==> src/rtl/rtrs_pkg.sv <==
// Shared types and constants for the run table reposition scan.
// No dependencies; imported by every rtl module of the block.
`default_nettype none
package rtrs_pkg;

  localparam int unsigned MAX_RUNS = 4096;
  localparam int unsigned IDX_W    = $clog2(MAX_RUNS);
  localparam int unsigned CNT_W    = IDX_W + 1;
  localparam int unsigned SYM_W    = 8;
  localparam int unsigned LEN_W    = 16;
  localparam int unsigned OFF_W    = 16;
  localparam int unsigned STEP_W   = 12;

  localparam logic [CNT_W-1:0] RUN_COUNT_MAX   = CNT_W'(MAX_RUNS);
  localparam logic [CNT_W-1:0] RUN_COUNT_RESET = CNT_W'(1);

  // action codes
  localparam logic ACT_WRITE = 1'b0;
  localparam logic ACT_QUERY = 1'b1;

  typedef struct packed {
    logic [SYM_W-1:0] sym;
    logic [LEN_W-1:0] len;
  } entry_t;

  typedef struct packed {
    logic             re;
    logic [IDX_W-1:0] addr;
  } rd_req_t;

  typedef struct packed {
    logic              valid;
    logic [IDX_W-1:0]  new_index;
    logic              went_up;
    logic [STEP_W-1:0] step_total;
    logic              found;
  } res_t;

endpackage
`default_nettype wire

==> src/rtl/rtrs_scan.sv <==
// Query sequencer: picks the direction, then steps one run per cycle
// through the shared compare/step unit. Depends on rtrs_pkg.
`default_nettype none
module rtrs_scan (
  input  wire logic                       clk_i,
  input  wire logic                       rst_ni,
  input  wire logic                       go_i,
  input  wire logic [rtrs_pkg::IDX_W-1:0] idx_i,
  input  wire logic [rtrs_pkg::SYM_W-1:0] sym_i,
  input  wire logic [rtrs_pkg::OFF_W-1:0] off_i,
  input  wire logic [rtrs_pkg::CNT_W-1:0] run_count_i,
  input  wire rtrs_pkg::entry_t           rdata_i,
  output rtrs_pkg::rd_req_t               rd_o,
  output logic                            busy_o,
  output rtrs_pkg::res_t                  res_o
);
  import rtrs_pkg::*;

  typedef enum logic [1:0] {
    S_IDLE,
    S_LEN,
    S_SCAN
  } state_e;

  state_e            state_q;
  logic [IDX_W-1:0]  start_q;
  logic [IDX_W-1:0]  last_q;
  logic [IDX_W-1:0]  pos_q;
  logic [SYM_W-1:0]  sym_q;
  logic [OFF_W-1:0]  off_q;
  logic [STEP_W-1:0] cnt_q;
  logic              up_q;
  logic              first_q;
  res_t              res_q;

  logic              in_range;
  logic              at_start;
  logic              at_edge;
  logic              quick_fail;
  logic              hit;
  logic [IDX_W-1:0]  next_pos;
  logic              up_pick;

  assign in_range   = {1'b0, idx_i} < run_count_i;
  assign at_start   = (pos_q == start_q);
  assign at_edge    = up_q ? (pos_q == '0) : (pos_q == last_q);
  // an attempt that starts on its own boundary fails without a compare
  assign quick_fail = at_start && at_edge;
  assign hit        = !quick_fail && (rdata_i.sym == sym_q);
  assign next_pos   = up_q ? (pos_q - IDX_W'(1)) : (pos_q + IDX_W'(1));

  always_comb begin
    up_pick = {off_q, 1'b0} < {1'b0, rdata_i.len};
    if (start_q == '0) begin
      up_pick = 1'b0;
    end
    if (start_q == last_q) begin
      up_pick = 1'b1;
    end
  end

  always_comb begin
    rd_o = '{re: 1'b0, addr: idx_i};
    unique case (state_q)
      S_IDLE: begin
        rd_o.re = go_i && in_range;
      end
      S_LEN: begin
        rd_o.re = 1'b0;
      end
      S_SCAN: begin
        if (!hit && !at_edge) begin
          rd_o = '{re: 1'b1, addr: next_pos};
        end else if (!hit && first_q) begin
          rd_o = '{re: 1'b1, addr: start_q};
        end
      end
      default: rd_o.re = 1'b0;
    endcase
  end

  always_ff @(posedge clk_i or negedge rst_ni) begin
    if (!rst_ni) begin
      state_q <= S_IDLE;
      res_q   <= '0;
      first_q <= 1'b0;
      start_q <= '0;
      last_q  <= '0;
      pos_q   <= '0;
      sym_q   <= '0;
      off_q   <= '0;
      cnt_q   <= '0;
      up_q    <= 1'b0;
    end else begin
      res_q.valid <= 1'b0;
      unique case (state_q)
        S_IDLE: begin
          if (go_i) begin
            start_q <= idx_i;
            sym_q   <= sym_i;
            off_q   <= off_i;
            last_q  <= IDX_W'(run_count_i - CNT_W'(1));
            cnt_q   <= '0;
            if (in_range) begin
              state_q <= S_LEN;
            end else begin
              res_q <= '{valid: 1'b1, new_index: '0, went_up: 1'b0,
                         step_total: '0, found: 1'b0};
            end
          end
        end
        S_LEN: begin
          up_q    <= up_pick;
          pos_q   <= start_q;
          first_q <= 1'b1;
          state_q <= S_SCAN;
        end
        S_SCAN: begin
          if (hit) begin
            res_q   <= '{valid: 1'b1, new_index: pos_q, went_up: up_q,
                         step_total: cnt_q, found: 1'b1};
            state_q <= S_IDLE;
          end else if (at_edge) begin
            if (first_q) begin
              first_q <= 1'b0;
              up_q    <= !up_q;
              pos_q   <= start_q;
            end else begin
              res_q   <= '{valid: 1'b1, new_index: '0, went_up: 1'b0,
                           step_total: cnt_q, found: 1'b0};
              state_q <= S_IDLE;
            end
          end else begin
            cnt_q <= cnt_q + STEP_W'(1);
            pos_q <= next_pos;
          end
        end
        default: state_q <= S_IDLE;
      endcase
    end
  end

  assign busy_o = (state_q != S_IDLE);
  assign res_o  = res_q;

endmodule
`default_nettype wire

==> config.mk <==
export PLATFORM = sky130hd
export DESIGN_NAME = rtrs_scan
export DESIGN_NICKNAME = d
export VERILOG_FILES = /design/src/rtl/rtrs_pkg.sv /design/src/rtl/rtrs_scan.sv
export SDC_FILE = /design/constraint.sdc
export NUM_CORES = 1
export LEC_CHECK = 0
export ABC_AREA = 1
export CAP_MARGIN = 5
export CELL_PAD_IN_SITES_DETAIL_PLACEMENT = 1
export CELL_PAD_IN_SITES_GLOBAL_PLACEMENT = 1
export CORE_AREA = 2 2 147 113
export CTS_CLUSTER_DIAMETER = 60
export DETAILED_ROUTE_END_ITERATION = 7
export DIE_AREA = 0 0 149 115
export DONT_BUFFER_PORTS = 1
export MAX_ROUTING_LAYER = met4
export PLACE_DENSITY_LB_ADDON = 0.1
export SYNTH_ARGS = -nofsm -noshare
export SYNTH_HDL_FRONTEND = slang
export SYNTH_SLANG_ARGS = --single-unit
==> constraint.sdc <==
create_clock -name clk_i -period 3.1 [get_ports clk_i]
set_input_delay 0.62 -clock clk_i [delete_from_list [all_inputs] [get_ports clk_i]]
set_output_delay 0.62 -clock clk_i [all_outputs]
set_load 0.005 [all_outputs]
==> impl_results.md, run 1 <==
- Share of cells above drive strength 1: 10.0%
- Post-DP HPWL: 16.7 mm
- Int Pwr: 3850 uW
- CTS buffer count: 9
- R2r endpoint: pos_q[8]
- Row count: 40
- Critical Path RT: 2480 ps
- Initial antenna violation count: 0
- Largest net degree at the start of global routing: ~100
- Synth top area share: 37.1%
- Iter 0 DRT Violations: 328
- Gr usage total: 27.8%
- Gr ovfl total: 0
- Cell depth of the worst flop-to-flop path: 14
- Main combinational cell family by area after synthesis: simple AND/OR/NAND/NOR gates
- Nets: 1078
- Setup ws final: 72.2 ps
- NetSw: 3710 uW
- Critical path launch point type: flip-flop
- Peak VDD IR: 0.000380 V
- Area Growth Syn to Fin: 9.14%
- Synth Area in Adders: 7.12%
- Die height: 115 um
- WS Path Type: reg2out
- Placeable core area: between 15000 and 20000 um2
- Switching part of the total power: 49.1%
- Post-synth top flop: dfrtp_1
- Post-synth EDFFs: 0
- Post-synth top cells: nand2_1 (332), dfrtp_1 (103), nand3_1 (91), inv_1 (84)
- Die X-Extent: 149 um
- Clock Skews: 4.81 ps
- Final period utilization: 97.7%
- Post-synthesis xor/xnor area fraction: 5.79%
- Leak Pwr: 0.00384 uW
- Worst Path Arrival: 2410 ps
- Clk pwr share: 16.3%
- Max Slew Vio Count: 0
- DR WL/cell: 18.9 um
- TritonCTS clock tree: built
- Ant. Diodes: 0
- Total Wirelength: between 20 and 25 mm
- Syn_nets: 1089
- Setup crit end kind: output port
- Total power: 7560 uW
- # Max-Cap Violations: 0
- RD Place Congestion: 0.913
- Area contributors post-synth: dfrtp_1 (37%), nand2_1 (18%), ha_1 (6.8%)
- First-pass GRT wire length: 36.0 mm
- Fmax: 330 MHz
- RR Startpoint: up_q
- Worst skew pair latency: 360 ps
- Clock sinks: 103
- Post-route DRC: 0
- Simple-Gate Fraction of Synth Area: roughly 33%
- Die area: 17100 um2
- Synth cell types: 39
- PD cells: 996 nW/um2
- Routed Antenna Nets: 0
- Yosys reg bits: 103
- Initial Util: ~44%
- Fillers: 2030
- Root Driver: clkbuf_16
- Synthesized area per cell: 7.14 um2
- Status: finished, final reports clean
- Final Hold Vio Count: 0
- Dpl ws: roughly 170 ps
- TritonRoute pass-1 iters: 4
- Count leader, synth: nand2_1
- CP max FO: 7
- Reg power frac: 31.6%
- Slew @ Worst Pin: 670 ps
- Cell taking the most area after synthesis: dfrtp_1
- Register area share after synthesis: 37.1%
- Post-layout min period: 3030 ps
- Compound-Gate Fraction of Synth Area: 8.36%
- Placed instance area: 7110 um2
- I/O Buffers: 0
- Vias/cell: 5.48
- CTS Buffer Depth: 2
- Hold Crit Class: in2async
- Cells after Synth: approximately 970
- Setup-failing EPs final: 0
- CTS H-tree lvls: 3
- Ys Warns: 0
- Final hold slack: 184 ps
- Reg2reg setup slack: about 690 ps
- Ys async rst share: 100%
- RSZ-0062 raised after global routing: yes
- Vias in the first global route: 6699
- Combinational share of power: 52.1%
- Top Ports: 117
- Post-route cell area: 7590 um2
- Cell area after synthesis: 6960 um2
- Via count: 6458
- Mux share of post-synthesis cell area: 0%
- Slew headroom: 55.3%
- Reg clk slew, reported paths: 80 ps
## logic make-up after synthesis
logic type / after synthesis
simple gates: 540
buf+inv: 136
compound gates: 110
flops: 103
xor+xnor: 46
fa+ha+maj: 39
## worst max-delay path by stage
stage                            from        to
after global placement    rdata_i[21]  rd_o[11]
after CTS                    pos_q[9]  rd_o[10]
after global routing         pos_q[5]  rd_o[11]
after detailed placement  rdata_i[22]   rd_o[6]
after floorplan           rdata_i[21]   rd_o[0]
final                            up_q   rd_o[8]
## registers in the layout, summed over array words and instances (netlist names)
signal	cells
last_q	12
pos_q	12
first_q	1
cnt_q	12
up_q	1
sym_q	8
start_q	12
res_o	27
off_q	16
state_q	2
## critical path, stage by stage (launching register included)
cell and delay, ps:
dfrtp_2 440, inv_1 80, buf_4 150, fa_1 420, inv_1 120, nand3_1 80
nand2_1 120, nand2_1 70, nand2_1 90, xnor2_1 220, nand2_1 100, nand3_1 100
nand2_1 70
## through the flow
step	TNS (ps)	instances	util, %
floorplan	0	974	-
detailed placement	0	1158	45.2
finish	0	1178	48.3
global route	-142	1178	48.3
CTS	0	1175	47.5
global placement	0	1158	45.2
## timing repair
item	CTS	global route
hold buffers	1	0
setup buffers	0	3
endpoints found under the hold margin	103	0
gates resized for setup	6	31
pin swaps	0	4
endpoints found under the setup margin	12	13
## placed cells by master (no fill, tap or decap), types with 12 or more instances in the layout
cell / synthesis / routed
a21oi_1: 26 / 19
o21ai_1: 18 / 22
ha_1: 38 / 34
buf_4: 3 / 15
xor2_1: 28 / 28
nand2_1: 332 / 331
o21ai_0: 55 / 50
dfrtp_1: 103 / 96
nand4_1: 17 / 17
inv_1: 84 / 81
inv_2: 11 / 12
nand2_2: 13 / 13
xnor2_1: 18 / 18
nor2_1: 55 / 53
nand3_1: 91 / 91
## power groups by stage
stage | combinational (uW) | clock, uW | sequential (uW)
floorplan | 2830 | 0 | 2110
global placement | 3510 | 0 | 2350
detailed placement | 3630 | 0 | 2370
CTS | 3710 | 1250 | 2350
global route | 4460 | 1300 | 2440
finish | 3940 | 1230 | 2390
## area by class of cell
type                       instances  area (um2)  share of cell area [%]
clock buffer                       9         225                    2.97
clock inverter                     7        90.1                    1.19
inverter                          97         372                    4.90
multi-input combinational        735        3900                    51.4
sequential                       103        2590                    34.1
tap                              210         263                    3.46
timing repair buffer              17         151                    1.99
## per-layer routing
metal / global-route usage (%) / vias up / wire length [um]
li1: - / 3096 / -
met1: 36.1 / 3147 / 10300
met2: 43.3 / 168 / 10000
met3: 6.35 / 47 / 1240
met4: 9.02 / 0 / 684
met5: - / - / 0
No activity file was read; power rests on OpenSTA's default activity.
==> run 2, diff against run 1 <==
clock period = 3.88 ns   (was 3.1 ns; I/O delays follow)
==> run 2 against run 1 <==
  * First-iteration DRC count down 30%
  * Largest power group unchanged
  * Final cell count down 1.1%
  * Clock power down 27%
  * Core utilization down 1.7 points
  * Largest cell class unchanged
  * Power down 26%
  * Combinational power down 28%
==> impl_results.md, run 2 (synthesized netlist as in run 1, its figures left out) <==
- Root Driver: clkbuf_16
- Slowest cell on the critical path: dfrtp_1
- Ant. Diodes: 0
- Worst Path Arrival: 2820 ps
- Buf+Inv Stages, Crit Path: 2
- Max reg flops: 27
- TritonCTS clock tree: built
- Critical Path RT: 3100 ps
- Switching part of the total power: 49.7%
- Post-route DRC: 0
- Reg2reg setup slack: 1080 ps
- Placed cell count: 1149
- Vias/cell: 5.45
- First-pass GRT wire length: 35.5 mm
- Post-route cell area: 7320 um2
- Die area: between 15000 and 20000 um2
- Max Slew Vio Count: 0
- CTS H-tree lvls: 3
- Multi-input logic area: 3810 um2
- Hold Crit Class: in2async
- CTS buffer count: 9
- Setup crit end kind: output port
- Area Growth Syn to Fin: 5.31%
- Status: finished, final reports clean
- Hold-fix buffers, CTS: 0
- Int Pwr: 2830 uW
- Reg clk slew, reported paths: 80 ps
- Worst skew pair latency: 370 ps
- WS Path Type: reg2out
- Share of cells above drive strength 1: 6.18%
- Largest net degree at the start of global routing: 104
- PD cells: 768 nW/um2
- Critical path's top delay family: simple AND/OR/NAND/NOR gates
- TritonRoute pass-1 iters: 5
- Cell mode on critical path: nand2_1
- Setup TNS: 0 ps
- Vias in the first global route: 6661
- CP max stage delay: 480 ps
- Initial Util: 44.3%
- DR WL/cell: about 19 um
- FF/Latch Area: 2580 um2
- RR Startpoint: pos_q[3]
- Cell depth of the worst flop-to-flop path: 15
- Iter 0 DRT Violations: 229
- Clock Skews: roughly 12 ps
- Setup-failing EPs final: 0
- Post-layout min period: ~3600 ps
- Reg power frac: 33.9%
- Fmax: 278 MHz
- Top Ports: 117
- Final std cells w/o fill: 1165
- Post-DP HPWL: 16.5 mm
- Critical path launch point type: flip-flop
- Leak Pwr: 0.00376 uW
- Die X-Extent: 149 um
- Fin util: 46.6%
- Commonest non-fill, non-tap cell in the layout: nand2_1
- Placeable core area: 15700 um2
- CP max FO: 13
- I/O Buffers: 0
- Nets: around 1100
- Slew @ Worst Pin: slightly below 1000 ps
- RD Place Congestion: 0.918
- Most frequent cells in the layout: nand2_1 (332), dfrtp_1 (103), nand3_1 (91)
- Gr ovfl total: 0
- Via count: 6355
- Total Wirelength: about 22 mm
- Fillers: 2048
- Gr usage total: 27.3%
- Final Hold Vio Count: 0
- R2r endpoint: cnt_q[4]
- Worst-path cell chain: inv_2 -> nand2_1 -> nand2_1 -> nor2_1 -> nand2_1 -> nor2_2 -> nand2_2 -> nand2_4 -> nor2_2 -> inv_1 -> nor2_1 -> nor2_1 -> nand2_1 -> o21ai_0
- Routed Antenna Nets: 0
- CTS Buffer Depth: 2
- RSZ-0062 raised after global routing: no
- Initial antenna violation count: 0
- Clk pwr share: 15.9%
- # Max-Cap Violations: 0
- Row count: 40
- Die height: 115 um
- NetSw: between 2000 and 3000 uW
- Combinational share of power: between 50 and 60%
- Peak VDD IR: between 0.0003 and 0.0004 V
- Slew headroom: 35.4%
- Clock sinks: roughly 100
- Final period utilization: 92.6%
- Placed instance area: just over 7000 um2
[run 2: changes by cell type in the layout (fill, tap and decap cells not counted), moves of 4 or more]
cell / before / now
o21ai_1: 22 / 18
o21ai_0: 50 / 55
dfrtp_2: 7 / 0
a21oi_2: 7 / 0
dfrtp_1: 96 / 103
ha_4: 4 / 0
ha_1: 34 / 38
buf_4: 15 / 4
a21oi_1: 19 / 26
[run 2: power by group through the flow]
stage / clock [uW] / combinational, uW / sequential [uW]
finish: 893 / 2820 / 1910
global route: 952 / 3220 / 1960
global placement: 0 / 2710 / 1900
detailed placement: 0 / 2810 / 1930
floorplan: 0 / 2260 / 1690
CTS: 922 / 2840 / 1900
[run 2: cell type report]
type | count | area share [%]
Multi-Input combinational cell | 735 | 52.0
Sequential cell | 103 | 35.2
Inverter | 97 | 5.01
Tap cell | 210 | 3.59
Clock buffer | 9 | 3.07
Clock inverter | 7 | 0.735
Timing Repair Buffer | 4 | 0.410
[run 2: worst max-delay path by stage]
stage	from	to	slack [ps]	cells past startpoint
2_1_floorplan	rdata_i[21]	rd_o[0]	1070	11
3_5_place_dp	rdata_i[16]	rd_o[11]	230	10
4_1_cts	pos_q[0]	rd_o[11]	10	11
3_3_place_gp	rdata_i[16]	rd_o[11]	390	10
5_1_grt	pos_q[3]	rd_o[11]	30	14
6_report	pos_q[3]	rd_o[11]	290	14
[run 2: metal layers]
metal / wire length [um] / up-vias / track usage [%]
li1: - / 3069 / -
met2: 10200 / 178 / 44.4
met4: 361 / 0 / 6.48
met1: 9820 / 3079 / 34.8
met3: 1420 / 29 / 6.19
met5: 0 / - / -
[run 2: through the flow]
stage	total power, uW	hold slack [ps]	setup WS [ps]
5_1_grt	6130	92.8	29.7
3_3_place_gp	4610	467	391
6_report	5620	110	289
4_1_cts	5670	87.9	11.5
3_5_place_dp	4740	478	235
2_1_floorplan	3940	453	1070
[run 2: what timing repair did]
action	CTS	global route
setup endpoints to repair	0	12
gates resized for setup	0	1
setup buffers	0	0
